File: src/hdl/bvs_pkg.sv
// ----------------------------------------------------------------------------
// Bit vector set engine package
// Field widths, op codes, word-level command format and shared constants.
// ----------------------------------------------------------------------------
package bvs_pkg;

  // Fixed widths of the channel fields
  localparam int OP_W      = 4;
  localparam int ELEM_W    = 10;
  localparam int WIDX_W    = 5;
  localparam int SIZE_W    = 11;
  localparam int WORD_BITS = 32;
  localparam int BIT_W     = 5;   // bit position inside a word
  localparam int WCNT_W    = 7;   // word count/position, up to 64 words of a 2047 size
  localparam int HASH_W    = 32;

  localparam int MAX_BITS_DEF = 1024;
  localparam int QUEUE_DEPTH  = 2;

  localparam logic [SIZE_W-1:0]    SIZE_RESET = 11'd1024;
  localparam logic [HASH_W-1:0]    HASH_MULT  = 32'd77;
  localparam logic [WORD_BITS-1:0] WORD_ONES  = 32'hffff_ffff;

  // Op codes of the input word
  localparam logic [OP_W-1:0] OP_INSERT      = 4'd0;
  localparam logic [OP_W-1:0] OP_REMOVE      = 4'd1;
  localparam logic [OP_W-1:0] OP_MEMBER      = 4'd2;
  localparam logic [OP_W-1:0] OP_FILL        = 4'd3;
  localparam logic [OP_W-1:0] OP_EMPTY       = 4'd4;
  localparam logic [OP_W-1:0] OP_EMPTY_RANGE = 4'd5;
  localparam logic [OP_W-1:0] OP_FULL_RANGE  = 4'd6;
  localparam logic [OP_W-1:0] OP_HASH        = 4'd7;
  localparam logic [OP_W-1:0] OP_LOAD_WORD   = 4'd8;
  localparam logic [OP_W-1:0] OP_AND_WORD    = 4'd9;
  localparam logic [OP_W-1:0] OP_EQ_WORD     = 4'd10;

  typedef logic [WORD_BITS-1:0] word_t;

  typedef struct packed {
    logic [OP_W-1:0]      op;
    logic [ELEM_W-1:0]    element;
    logic [ELEM_W-1:0]    range_last;
    logic [WIDX_W-1:0]    word_index;
    logic [WORD_BITS-1:0] word_value;
  } in_item_t;

  typedef struct packed {
    logic              flag;
    logic [HASH_W-1:0] hash_value;
    logic              status;
  } out_item_t;

  // Work kinds handed from the front end to the back end
  typedef enum logic [3:0] {
    CMD_SET,
    CMD_CLR,
    CMD_TEST,
    CMD_FILL,
    CMD_EMPTY,
    CMD_RNG_EMPTY,
    CMD_RNG_FULL,
    CMD_HASH,
    CMD_LOAD,
    CMD_AND,
    CMD_EQ,
    CMD_DONE
  } cmd_kind_t;

  typedef struct packed {
    cmd_kind_t            kind;
    logic [WCNT_W-1:0]    first_w;
    logic [WCNT_W-1:0]    last_w;
    logic [BIT_W-1:0]     lo_bit;
    logic [BIT_W-1:0]     hi_bit;
    logic [WORD_BITS-1:0] value;   // other-set word, or hash seed
    logic                 flag;    // initial / final flag
    logic                 status;
  } cmd_t;

endpackage

File: src/hdl/bit_vector_set_engine.sv
// ----------------------------------------------------------------------------
// Bit vector set engine
// A set of up to MAX_BITS elements kept as 32-bit words, with element,
// range, fill, hash and word operations.
// ----------------------------------------------------------------------------
// After reset the engine clears its word store, one word per cycle, with
// in_ready low. In the back end each item then visits stored words through
// the single store port: one for insert, remove, member and the word ops,
// the used words (ceil(size / 32), 32 at the default size) for fill, empty
// and hash, the spanned words for a range check, and none for items
// answered at once (out-of-range, empty range, unknown op). A two-entry
// command queue lets the next items be accepted while one is being worked,
// and the result sits in an output register.
// ----------------------------------------------------------------------------
module bit_vector_set_engine import bvs_pkg::*; #(
  parameter int MAX_BITS = MAX_BITS_DEF
) (
  input  logic              clk,
  input  logic              rst_n,
  input  logic              cfg_wr_en,
  input  logic [SIZE_W-1:0] cfg_wr_data,
  input  logic              in_valid,
  output logic              in_ready,
  input  in_item_t          in_data,
  output logic              out_valid,
  input  logic              out_ready,
  output out_item_t         out_data
);

  logic init_done;
  logic q_full, q_push, q_pop, q_valid;
  cmd_t q_cmd_in, q_head;

  bvs_front #(.MAX_BITS(MAX_BITS)) u_front (
    .clk        (clk),
    .rst_n      (rst_n),
    .cfg_wr_en  (cfg_wr_en),
    .cfg_wr_data(cfg_wr_data),
    .in_valid   (in_valid),
    .in_ready   (in_ready),
    .in_data    (in_data),
    .init_done  (init_done),
    .q_full     (q_full),
    .q_push     (q_push),
    .q_cmd      (q_cmd_in)
  );

  bvs_queue u_queue (
    .clk     (clk),
    .rst_n   (rst_n),
    .push    (q_push),
    .push_cmd(q_cmd_in),
    .pop     (q_pop),
    .full    (q_full),
    .valid   (q_valid),
    .head    (q_head)
  );

  bvs_back #(.MAX_BITS(MAX_BITS)) u_back (
    .clk      (clk),
    .rst_n    (rst_n),
    .q_valid  (q_valid),
    .q_cmd    (q_head),
    .q_pop    (q_pop),
    .init_done(init_done),
    .out_valid(out_valid),
    .out_ready(out_ready),
    .out_data (out_data)
  );

endmodule

File: src/hdl/bvs_queue.sv
// ----------------------------------------------------------------------------
// Bit vector set engine command queue
// Small FIFO of classified commands between the front and back ends.
// ----------------------------------------------------------------------------
module bvs_queue import bvs_pkg::*; (
  input  logic clk,
  input  logic rst_n,
  input  logic push,
  input  cmd_t push_cmd,
  input  logic pop,
  output logic full,
  output logic valid,
  output cmd_t head
);

  localparam int PTR_W = (QUEUE_DEPTH > 1) ? $clog2(QUEUE_DEPTH) : 1;
  localparam int CNT_W = $clog2(QUEUE_DEPTH + 1);
  localparam logic [PTR_W-1:0] LAST_PTR = PTR_W'(QUEUE_DEPTH - 1);
  localparam logic [CNT_W-1:0] DEPTH_CNT = CNT_W'(QUEUE_DEPTH);

  cmd_t             entry_r [QUEUE_DEPTH];
  logic [PTR_W-1:0] wr_ptr_r, rd_ptr_r;
  logic [CNT_W-1:0] count_r;

  assign full  = (count_r == DEPTH_CNT);
  assign valid = (count_r != '0);
  assign head  = entry_r[rd_ptr_r];

  // Store pushed commands
  always_ff @(posedge clk) begin
    if (push) begin
      entry_r[wr_ptr_r] <= push_cmd;
    end
  end

  // Advance pointers and occupancy
  always_ff @(posedge clk) begin
    if (!rst_n) begin
      wr_ptr_r <= '0;
      rd_ptr_r <= '0;
      count_r  <= '0;
    end else begin
      if (push) begin
        wr_ptr_r <= (wr_ptr_r == LAST_PTR) ? '0 : wr_ptr_r + 1'b1;
      end
      if (pop) begin
        rd_ptr_r <= (rd_ptr_r == LAST_PTR) ? '0 : rd_ptr_r + 1'b1;
      end
      if (push && !pop) begin
        count_r <= count_r + 1'b1;
      end else if (pop && !push) begin
        count_r <= count_r - 1'b1;
      end
    end
  end

endmodule

File: src/hdl/bvs_front.sv
// ----------------------------------------------------------------------------
// Bit vector set engine front end
// Holds the set size, accepts input words and turns each into a word-level
// command: range of words to visit, bit bounds, or an immediate answer.
// ----------------------------------------------------------------------------
module bvs_front import bvs_pkg::*; #(
  parameter int MAX_BITS = MAX_BITS_DEF
) (
  input  logic              clk,
  input  logic              rst_n,
  input  logic              cfg_wr_en,
  input  logic [SIZE_W-1:0] cfg_wr_data,
  input  logic              in_valid,
  output logic              in_ready,
  input  in_item_t          in_data,
  input  logic              init_done,
  input  logic              q_full,
  output logic              q_push,
  output cmd_t              q_cmd
);

  logic [SIZE_W-1:0]   set_size_r;
  logic [SIZE_W-1:0]   eff_size;
  logic [SIZE_W:0]     nw_sum;
  logic [WCNT_W-1:0]   num_words;
  logic                elem_bad;
  logic                widx_bad;
  logic [WCNT_W-1:0]   elem_word;
  logic [WCNT_W-1:0]   last_word;
  cmd_t                cmd;

  // Hold the set size register
  always_ff @(posedge clk) begin
    if (!rst_n) begin
      set_size_r <= SIZE_RESET;
    end else if (cfg_wr_en) begin
      set_size_r <= cfg_wr_data;
    end
  end

  // Saturate the size and count the words in use
  always_comb begin
    if (32'(set_size_r) > MAX_BITS) begin
      eff_size = SIZE_W'(MAX_BITS);
    end else begin
      eff_size = set_size_r;
    end
    nw_sum    = {1'b0, eff_size} + (SIZE_W + 1)'(WORD_BITS - 1);
    num_words = WCNT_W'(nw_sum >> BIT_W);
  end

  assign elem_bad  = ({1'b0, in_data.element} >= eff_size);
  assign widx_bad  = (WCNT_W'(in_data.word_index) >= num_words);
  assign elem_word = WCNT_W'(in_data.element >> BIT_W);
  assign last_word = WCNT_W'(in_data.range_last >> BIT_W);

  // Classify the item
  always_comb begin
    cmd         = '0;
    cmd.kind    = CMD_DONE;
    cmd.lo_bit  = in_data.element[BIT_W-1:0];
    cmd.hi_bit  = in_data.range_last[BIT_W-1:0];
    cmd.value   = in_data.word_value;
    case (in_data.op)
      OP_INSERT, OP_REMOVE, OP_MEMBER: begin
        cmd.first_w = elem_word;
        cmd.last_w  = elem_word;
        if (elem_bad) begin
          cmd.status = 1'b1;
        end else if (in_data.op == OP_INSERT) begin
          cmd.kind = CMD_SET;
        end else if (in_data.op == OP_REMOVE) begin
          cmd.kind = CMD_CLR;
        end else begin
          cmd.kind = CMD_TEST;
        end
      end
      OP_FILL: begin
        cmd.last_w = num_words - 1'b1;
        if (num_words != '0) begin
          cmd.kind = CMD_FILL;
        end
      end
      OP_EMPTY: begin
        cmd.flag   = 1'b1;
        cmd.last_w = num_words - 1'b1;
        if (num_words != '0) begin
          cmd.kind = CMD_EMPTY;
        end
      end
      OP_EMPTY_RANGE, OP_FULL_RANGE: begin
        cmd.first_w = elem_word;
        cmd.last_w  = last_word;
        if (in_data.element > in_data.range_last) begin
          cmd.flag = 1'b1;
        end else if ({1'b0, in_data.range_last} >= eff_size) begin
          cmd.status = 1'b1;
        end else begin
          cmd.flag = 1'b1;
          cmd.kind = (in_data.op == OP_EMPTY_RANGE) ? CMD_RNG_EMPTY : CMD_RNG_FULL;
        end
      end
      OP_HASH: begin
        cmd.last_w = num_words - 1'b1;
        cmd.value  = WORD_BITS'(eff_size);
        if (num_words != '0) begin
          cmd.kind = CMD_HASH;
        end
      end
      OP_LOAD_WORD, OP_AND_WORD, OP_EQ_WORD: begin
        cmd.first_w = WCNT_W'(in_data.word_index);
        cmd.last_w  = WCNT_W'(in_data.word_index);
        if (widx_bad) begin
          cmd.status = 1'b1;
        end else if (in_data.op == OP_LOAD_WORD) begin
          cmd.kind = CMD_LOAD;
        end else if (in_data.op == OP_AND_WORD) begin
          cmd.kind = CMD_AND;
        end else begin
          cmd.kind = CMD_EQ;
        end
      end
      default: begin
        cmd.kind = CMD_DONE;
      end
    endcase
  end

  assign in_ready = init_done && !q_full;
  assign q_push   = in_valid && in_ready;
  assign q_cmd    = cmd;

endmodule

File: src/hdl/bvs_back.sv
// ----------------------------------------------------------------------------
// Bit vector set engine back end
// Owns the word store, clears it after reset, walks the words of each
// command one per cycle and registers the result word for the output.
// ----------------------------------------------------------------------------
module bvs_back import bvs_pkg::*; #(
  parameter int MAX_BITS = MAX_BITS_DEF
) (
  input  logic      clk,
  input  logic      rst_n,
  input  logic      q_valid,
  input  cmd_t      q_cmd,
  output logic      q_pop,
  output logic      init_done,
  output logic      out_valid,
  input  logic      out_ready,
  output out_item_t out_data
);

  localparam int NUM_WORDS = (MAX_BITS + WORD_BITS - 1) / WORD_BITS;
  localparam int AW        = (NUM_WORDS > 1) ? $clog2(NUM_WORDS) : 1;
  localparam logic [AW-1:0]    LAST_ADDR = AW'(NUM_WORDS - 1);
  localparam logic [BIT_W-1:0] TOP_BIT   = BIT_W'(WORD_BITS - 1);

  typedef enum logic [1:0] {S_CLEAR, S_IDLE, S_WALK, S_DONE} state_t;

  word_t             mem [NUM_WORDS];
  word_t             rd_data_r;
  logic              mem_we;
  logic [AW-1:0]     mem_wa, mem_ra;
  word_t             mem_wd;

  state_t            state_r, state_nxt;
  logic [AW-1:0]     clr_r, clr_nxt;
  logic [WCNT_W-1:0] cur_r, cur_nxt;
  cmd_t              cmd_r, cmd_nxt;
  logic              flag_r, flag_nxt;
  logic              status_r, status_nxt;
  logic [HASH_W-1:0] hash_r, hash_nxt;
  logic              out_valid_r, out_valid_nxt;
  out_item_t         out_data_r, out_data_nxt;

  logic              at_end;
  logic [BIT_W-1:0]  lo_sel, hi_sel;
  word_t             rng_mask, bit_mask, and_word;

  // Word store: one write and one registered read per cycle
  always_ff @(posedge clk) begin
    if (mem_we) begin
      mem[mem_wa] <= mem_wd;
    end
    rd_data_r <= mem[mem_ra];
  end

  // Bit bounds of the word under the walk
  always_comb begin
    at_end   = (cur_r == cmd_r.last_w);
    lo_sel   = (cur_r == cmd_r.first_w) ? cmd_r.lo_bit : '0;
    hi_sel   = at_end ? cmd_r.hi_bit : TOP_BIT;
    rng_mask = (WORD_ONES << lo_sel) & (WORD_ONES >> (TOP_BIT - hi_sel));
    bit_mask = WORD_BITS'(1) << cmd_r.lo_bit;
    and_word = rd_data_r & cmd_r.value;
  end

  // Sequence clearing, command walks and result hand-off
  always_comb begin
    state_nxt     = state_r;
    clr_nxt       = clr_r;
    cur_nxt       = cur_r;
    cmd_nxt       = cmd_r;
    flag_nxt      = flag_r;
    status_nxt    = status_r;
    hash_nxt      = hash_r;
    out_valid_nxt = out_valid_r;
    out_data_nxt  = out_data_r;
    q_pop         = 1'b0;
    mem_we        = 1'b0;
    mem_wa        = AW'(cur_r);
    mem_wd        = '0;
    mem_ra        = AW'(cur_r);

    // Drop the output word once taken
    if (out_valid_r && out_ready) begin
      out_valid_nxt = 1'b0;
    end

    case (state_r)
      S_CLEAR: begin
        mem_we  = 1'b1;
        mem_wa  = clr_r;
        clr_nxt = clr_r + 1'b1;
        if (clr_r == LAST_ADDR) begin
          state_nxt = S_IDLE;
        end
      end
      S_IDLE: begin
        mem_ra = AW'(q_cmd.first_w);
        if (q_valid) begin
          q_pop      = 1'b1;
          cmd_nxt    = q_cmd;
          cur_nxt    = q_cmd.first_w;
          flag_nxt   = q_cmd.flag;
          status_nxt = q_cmd.status;
          hash_nxt   = (q_cmd.kind == CMD_HASH) ? q_cmd.value : '0;
          state_nxt  = (q_cmd.kind == CMD_DONE) ? S_DONE : S_WALK;
        end
      end
      S_WALK: begin
        mem_ra = at_end ? AW'(cur_r) : AW'(cur_r + 1'b1);
        case (cmd_r.kind)
          CMD_SET: begin
            flag_nxt = ((rd_data_r & bit_mask) == '0);
            mem_we   = 1'b1;
            mem_wd   = rd_data_r | bit_mask;
          end
          CMD_CLR: begin
            flag_nxt = ((rd_data_r & bit_mask) != '0);
            mem_we   = 1'b1;
            mem_wd   = rd_data_r & ~bit_mask;
          end
          CMD_TEST: begin
            flag_nxt = ((rd_data_r & bit_mask) != '0);
          end
          CMD_FILL: begin
            mem_we = 1'b1;
            mem_wd = WORD_ONES;
          end
          CMD_EMPTY: begin
            if (rd_data_r != '0) begin
              flag_nxt = 1'b0;
            end
          end
          CMD_RNG_EMPTY: begin
            if ((rd_data_r & rng_mask) != '0) begin
              flag_nxt = 1'b0;
            end
          end
          CMD_RNG_FULL: begin
            if ((~rd_data_r & rng_mask) != '0) begin
              flag_nxt = 1'b0;
            end
          end
          CMD_HASH: begin
            hash_nxt = hash_r * HASH_MULT + rd_data_r;
          end
          CMD_LOAD: begin
            flag_nxt = (rd_data_r != cmd_r.value);
            mem_we   = 1'b1;
            mem_wd   = cmd_r.value;
          end
          CMD_AND: begin
            flag_nxt = (and_word != rd_data_r);
            mem_we   = 1'b1;
            mem_wd   = and_word;
          end
          CMD_EQ: begin
            flag_nxt = (rd_data_r == cmd_r.value);
          end
          default: begin
            flag_nxt = flag_r;
          end
        endcase
        if (at_end) begin
          state_nxt = S_DONE;
        end else begin
          cur_nxt = cur_r + 1'b1;
        end
      end
      S_DONE: begin
        if (!out_valid_r || out_ready) begin
          out_valid_nxt           = 1'b1;
          out_data_nxt.flag       = flag_r;
          out_data_nxt.hash_value = hash_r;
          out_data_nxt.status     = status_r;
          state_nxt               = S_IDLE;
        end
      end
      default: begin
        state_nxt = S_IDLE;
      end
    endcase
  end

  // Hold state and registered outputs
  always_ff @(posedge clk) begin
    if (!rst_n) begin
      state_r     <= S_CLEAR;
      clr_r       <= '0;
      out_valid_r <= 1'b0;
    end else begin
      state_r     <= state_nxt;
      clr_r       <= clr_nxt;
      out_valid_r <= out_valid_nxt;
    end
    cur_r      <= cur_nxt;
    cmd_r      <= cmd_nxt;
    flag_r     <= flag_nxt;
    status_r   <= status_nxt;
    hash_r     <= hash_nxt;
    out_data_r <= out_data_nxt;
  end

  assign init_done = (state_r != S_CLEAR);
  assign out_valid = out_valid_r;
  assign out_data  = out_data_r;

endmodule

File: config.mk
export PLATFORM = sky130hd
export DESIGN_NAME = bit_vector_set_engine
export DESIGN_NICKNAME = d
export VERILOG_FILES = /design/src/hdl/bvs_pkg.sv /design/src/hdl/bit_vector_set_engine.sv /design/src/hdl/bvs_queue.sv /design/src/hdl/bvs_front.sv /design/src/hdl/bvs_back.sv
export SDC_FILE = /design/constraint.sdc
export NUM_CORES = 2
export LEC_CHECK = 0
export BUFFER_PORTS_ARGS = -buffer_cell sky130_fd_sc_hd__buf_2
export CAP_MARGIN = 20
export CORE_MARGIN = 3
export CORE_UTILIZATION = 40
export DETAILED_ROUTE_END_ITERATION = 8
export MAX_ROUTING_LAYER = met4
export SLEW_MARGIN = 20
export SYNTH_ARGS = -nofsm -noshare
export SYNTH_HDL_FRONTEND = slang
export SYNTH_SLANG_ARGS = --single-unit
File: constraint.sdc
create_clock -name clk -period 12.9 [get_ports clk]
set_input_delay 1.29 -clock clk [delete_from_list [all_inputs] [get_ports clk]]
set_output_delay 1.29 -clock clk [all_outputs]
set_load 0.02 [all_outputs]
==> impl_metrics.json <==
{
  "status": "completed",
  "reg2regPathDepth": 15,
  "start_util_pct": 40.4,
  "place.gp.congestion": 0.907,
  "final_cell_mix": "1277 x edfxtp_1, 849 x nand2_1, 347 x nand3_1, 184 x inv_1, 165 x ha_1",
  "drive_gt1_share_pct": 13.3,
  "synth-main-ff-cell": "edfxtp_1",
  "p_per_area_mw_per_mm2": 246,
  "p_leak_nw": 23.5,
  "wl_met2_um": 82200,
  "cts_buffers": 142,
  "max_freq_ghz": 0.189,
  "syn_inst": 4698,
  "multi_input_area_mm2": 0.0200,
  "synth_cell_types": 86,
  "synth-edff-count": 1277,
  "die_h_um": 396,
  "wl_met1_um": 76600,
  "first_global_vias": 38200,
  "synth.avg_cell_area_um2": 12.9,
  "wl_um": 177000,
  "synth-compound-area-share_pct": 8.26,
  "htree_levels": 4,
  "cts-root-buf": "clkbuf_16",
  "skew_ps": 40.1,
  "ios": 113,
  "clk_latency_ps": 780,
  "hold_violations": 0,
  "fillers": 13500,
  "vias": 39900,
  "slew_headroom_pct": 24.1,
  "rrSetupSlack_ps": 7600,
  "topRoutingLayerUsed": "met4",
  "hp-class": "register to register",
  "syn_nets": 5021,
  "clockBufferDepth": 3,
  "netlist_area_mm2": 0.0608,
  "core_mm2": 0.150,
  "synth_simple_gate_area_share_pct": 12.4,
  "drc": 0,
  "regArea_mm2": 0.0395,
  "dr_wl_met3_um": 13100,
  "cts_resized": 0,
  "finalCriticalPeriod_ps": 5300,
  "portBuffers": 112,
  "ys.warnings.count": 0,
  "grt_use_total_pct": 22.9,
  "tns_ps": 0,
  "drtAntennaViolNets": 0,
  "via_per_inst": 5.73,
  "gr-total-overflow": 0,
  "drt_pass1_iterations": 6,
  "cts_tree": "built",
  "dieArea_mm2": 0.157,
  "ctsHoldBuffers": 0,
  "hpwl_um": 106000,
  "min_delay_path_depth": 0,
  "worst_r2r_endpoint": "u_back.hash_r[31]$_DFFE_PP_",
  "cap_viol_max_count": 0,
  "synthArstFlopShare_pct": 0,
  "synthAdderAreaFrac_pct": 6.07,
  "synth_xor_area_share_pct": 1.42,
  "peakVddDrop_mv": 0.246,
  "fp.dieW_um": 396,
  "rows": 142,
  "fin_nets": 5147,
  "antenna_found_initial": 4,
  "required_ps": 13420,
  "area_growth_pct": 13.2,
  "cp.arrival_ps": 5810,
  "ys_seq_area_share_pct": 64.9,
  "clk_pin_slew_ps": 60,
  "drt_iter0_drc": 4543,
  "layout_setup_ws_ps": 7600,
  "avgRoutedWirePerCell_um": 25.4,
  "muxShareOfSynthArea_pct": 3.76,
  "worstSetupStartpointType": "register",
  "synth_top_family_by_area": "simple AND/OR/NAND/NOR gates",
  "setup_viol": 0,
  "place_ws_ps": 7660,
  "r2r-start": "u_back.rd_data_r[20]$_DFF_P_",
  "critPathKind": "register to register",
  "hold_path.startpoint": "u_back.status_r$_DFFE_PP_",
  "grt_max_degree": 146,
  "cts_setup_buffers": 0,
  "whs_endpoint": "u_back.out_data[0]$_DFFE_PP_",
  "worstMarginPinSlew_ps": 1140,
  "synth.ff_latch_count": 1333,
  "cts.sinks": 1333,
  "crit_path_max_fanout": 8,
  "layout_commonest_cell": "edfxtp_1",
  "cp-end-kind": "register",
  "rsz0062_at_grt": "no",
  "timing.final.crit_share_pct": 41.1,
  "slew_viol_final": 0,
  "grt_pass1_wl_um": 260000
}
[per-stage QoR]
stage,utilization [%],hold slack (ps),power (W),cells,area (µm²)
detailed placement,42.7,431,0.0129,6695,64200
CTS,45.8,446,0.0170,6959,68800
floorplan,-,400,0.0108,4698,60800
finish,45.8,449,0.0169,6963,68800
global placement,42.7,407,0.0128,6695,64200
global route,45.8,465,0.0180,6963,68800
[state kept, by name (all words and copies together), names as in the netlist, named ones only]
name	cells
u_back.mem	1024
u_queue.entry_r	120
u_back.cmd_r	58
u_back.out_data	34
u_back.hash_r	32
u_back.rd_data_r	32
u_front.set_size_r	11
u_back.cur_r	7
u_back.clr_r	5
u_back.state_r	2
u_queue.count_r	2
u_back.flag_r	1
u_back.out_valid	1
u_back.status_r	1
u_queue.rd_ptr_r	1
u_queue.wr_ptr_r	1
[how the worst max path moves through the flow]
stage                            startpoint                           end  slack, ps
2_1_floorplan   u_back.hash_r[14]$_DFFE_PP_   u_back.hash_r[29]$_DFFE_PP_       8220
3_3_place_gp   u_back.rd_data_r[20]$_DFF_P_   u_back.hash_r[29]$_DFFE_PP_       7760
3_5_place_dp   u_back.rd_data_r[20]$_DFF_P_   u_back.hash_r[31]$_DFFE_PP_       7660
4_1_cts        u_back.rd_data_r[20]$_DFF_P_   u_back.hash_r[31]$_DFFE_PP_       7610
5_1_grt           u_back.cur_r[0]$_DFFE_PP_  u_back.rd_data_r[22]$_DFF_P_       7320
6_report       u_back.rd_data_r[20]$_DFF_P_   u_back.hash_r[31]$_DFFE_PP_       7600
[layout make-up]
cell class	instances	area share, %
tap	2016	3.67
inverter	185	1.01
sequential	1333	57.3
timing repair buffer	240	2.25
clock inverter	65	0.962
antenna	3	0.0109
clock buffer	199	5.71
multi-input combinational	2922	29.0
[worst max-delay path: stages, from the launching register on]
cell	delay (ps)
dfxtp_1	900
fa_1	580
fa_1	560
inv_1	50
fa_1	480
inv_1	40
ha_1	330
and2_1	200
a311o_1	360
a21o_1	160
a221o_1	340
a31o_2	260
a211oi_1	260
o41ai_1	140
xor2_1	150
a22o_1	200
[cells in the mapped netlist, drive strengths merged, types with 35 or more instances]
| master | count | area (µm²) |
|---|---|---|
| a22o | 35 | 307 |
| nand3 | 351 | 1770 |
| mux2 | 93 | 1050 |
| a2111oi | 39 | 368 |
| a21oi | 137 | 686 |
| nor4 | 60 | 422 |
| edfxtp | 1277 | 38300 |
| ha | 166 | 2080 |
| xor2 | 37 | 324 |
| a221o | 36 | 360 |
| clkbuf | 135 | 507 |
| a22oi | 44 | 330 |
| and2 | 35 | 219 |
| nor2 | 177 | 669 |
| nand2 | 854 | 3210 |
| o22ai | 48 | 300 |
| mux2i | 122 | 1230 |
| buf | 123 | 713 |
| a31oi | 101 | 632 |
| a32oi | 71 | 622 |
| dfxtp | 56 | 1120 |
| o21ai | 60 | 300 |
| xnor2 | 59 | 539 |
| fa | 80 | 1600 |
| inv | 185 | 694 |
| nor2b | 40 | 250 |
[power by group]
group | leakage [nW] | internal (W) | total, W | switching, W
Combinational | 10.5 | 0.00280 | 0.00742 | 0.00462
Sequential | 10.8 | 0.00515 | 0.00553 | 0.000371
Clock | 2.23 | 0.00227 | 0.00400 | 0.00173
[metal layers]
| layer | global-route usage [%] | up-vias |
|---|---|---|
| met3 | 3.67 | 299 |
| li1 | - | 17800 |
| met2 | 35.2 | 1606 |
| met5 | - | - |
| met4 | 6.98 | 0 |
| met1 | 31.5 | 20200 |
[kinds of logic (layout without fill, tap and decap cells)]
| kind of cell | count (synthesis) | in the layout |
|---|---|---|
| AOI/OAI and AO/OA | 702 | 702 |
| other | 0 | 3 |
| adders and majority gates | 247 | 247 |
| DFF | 1333 | 1333 |
| muxes | 215 | 215 |
| buffers and inverters | 443 | 689 |
| xor gates and xnor gates | 96 | 96 |
| and+or+nand+nor | 1662 | 1662 |
Note: power is estimated with default switching activity, not from simulation.
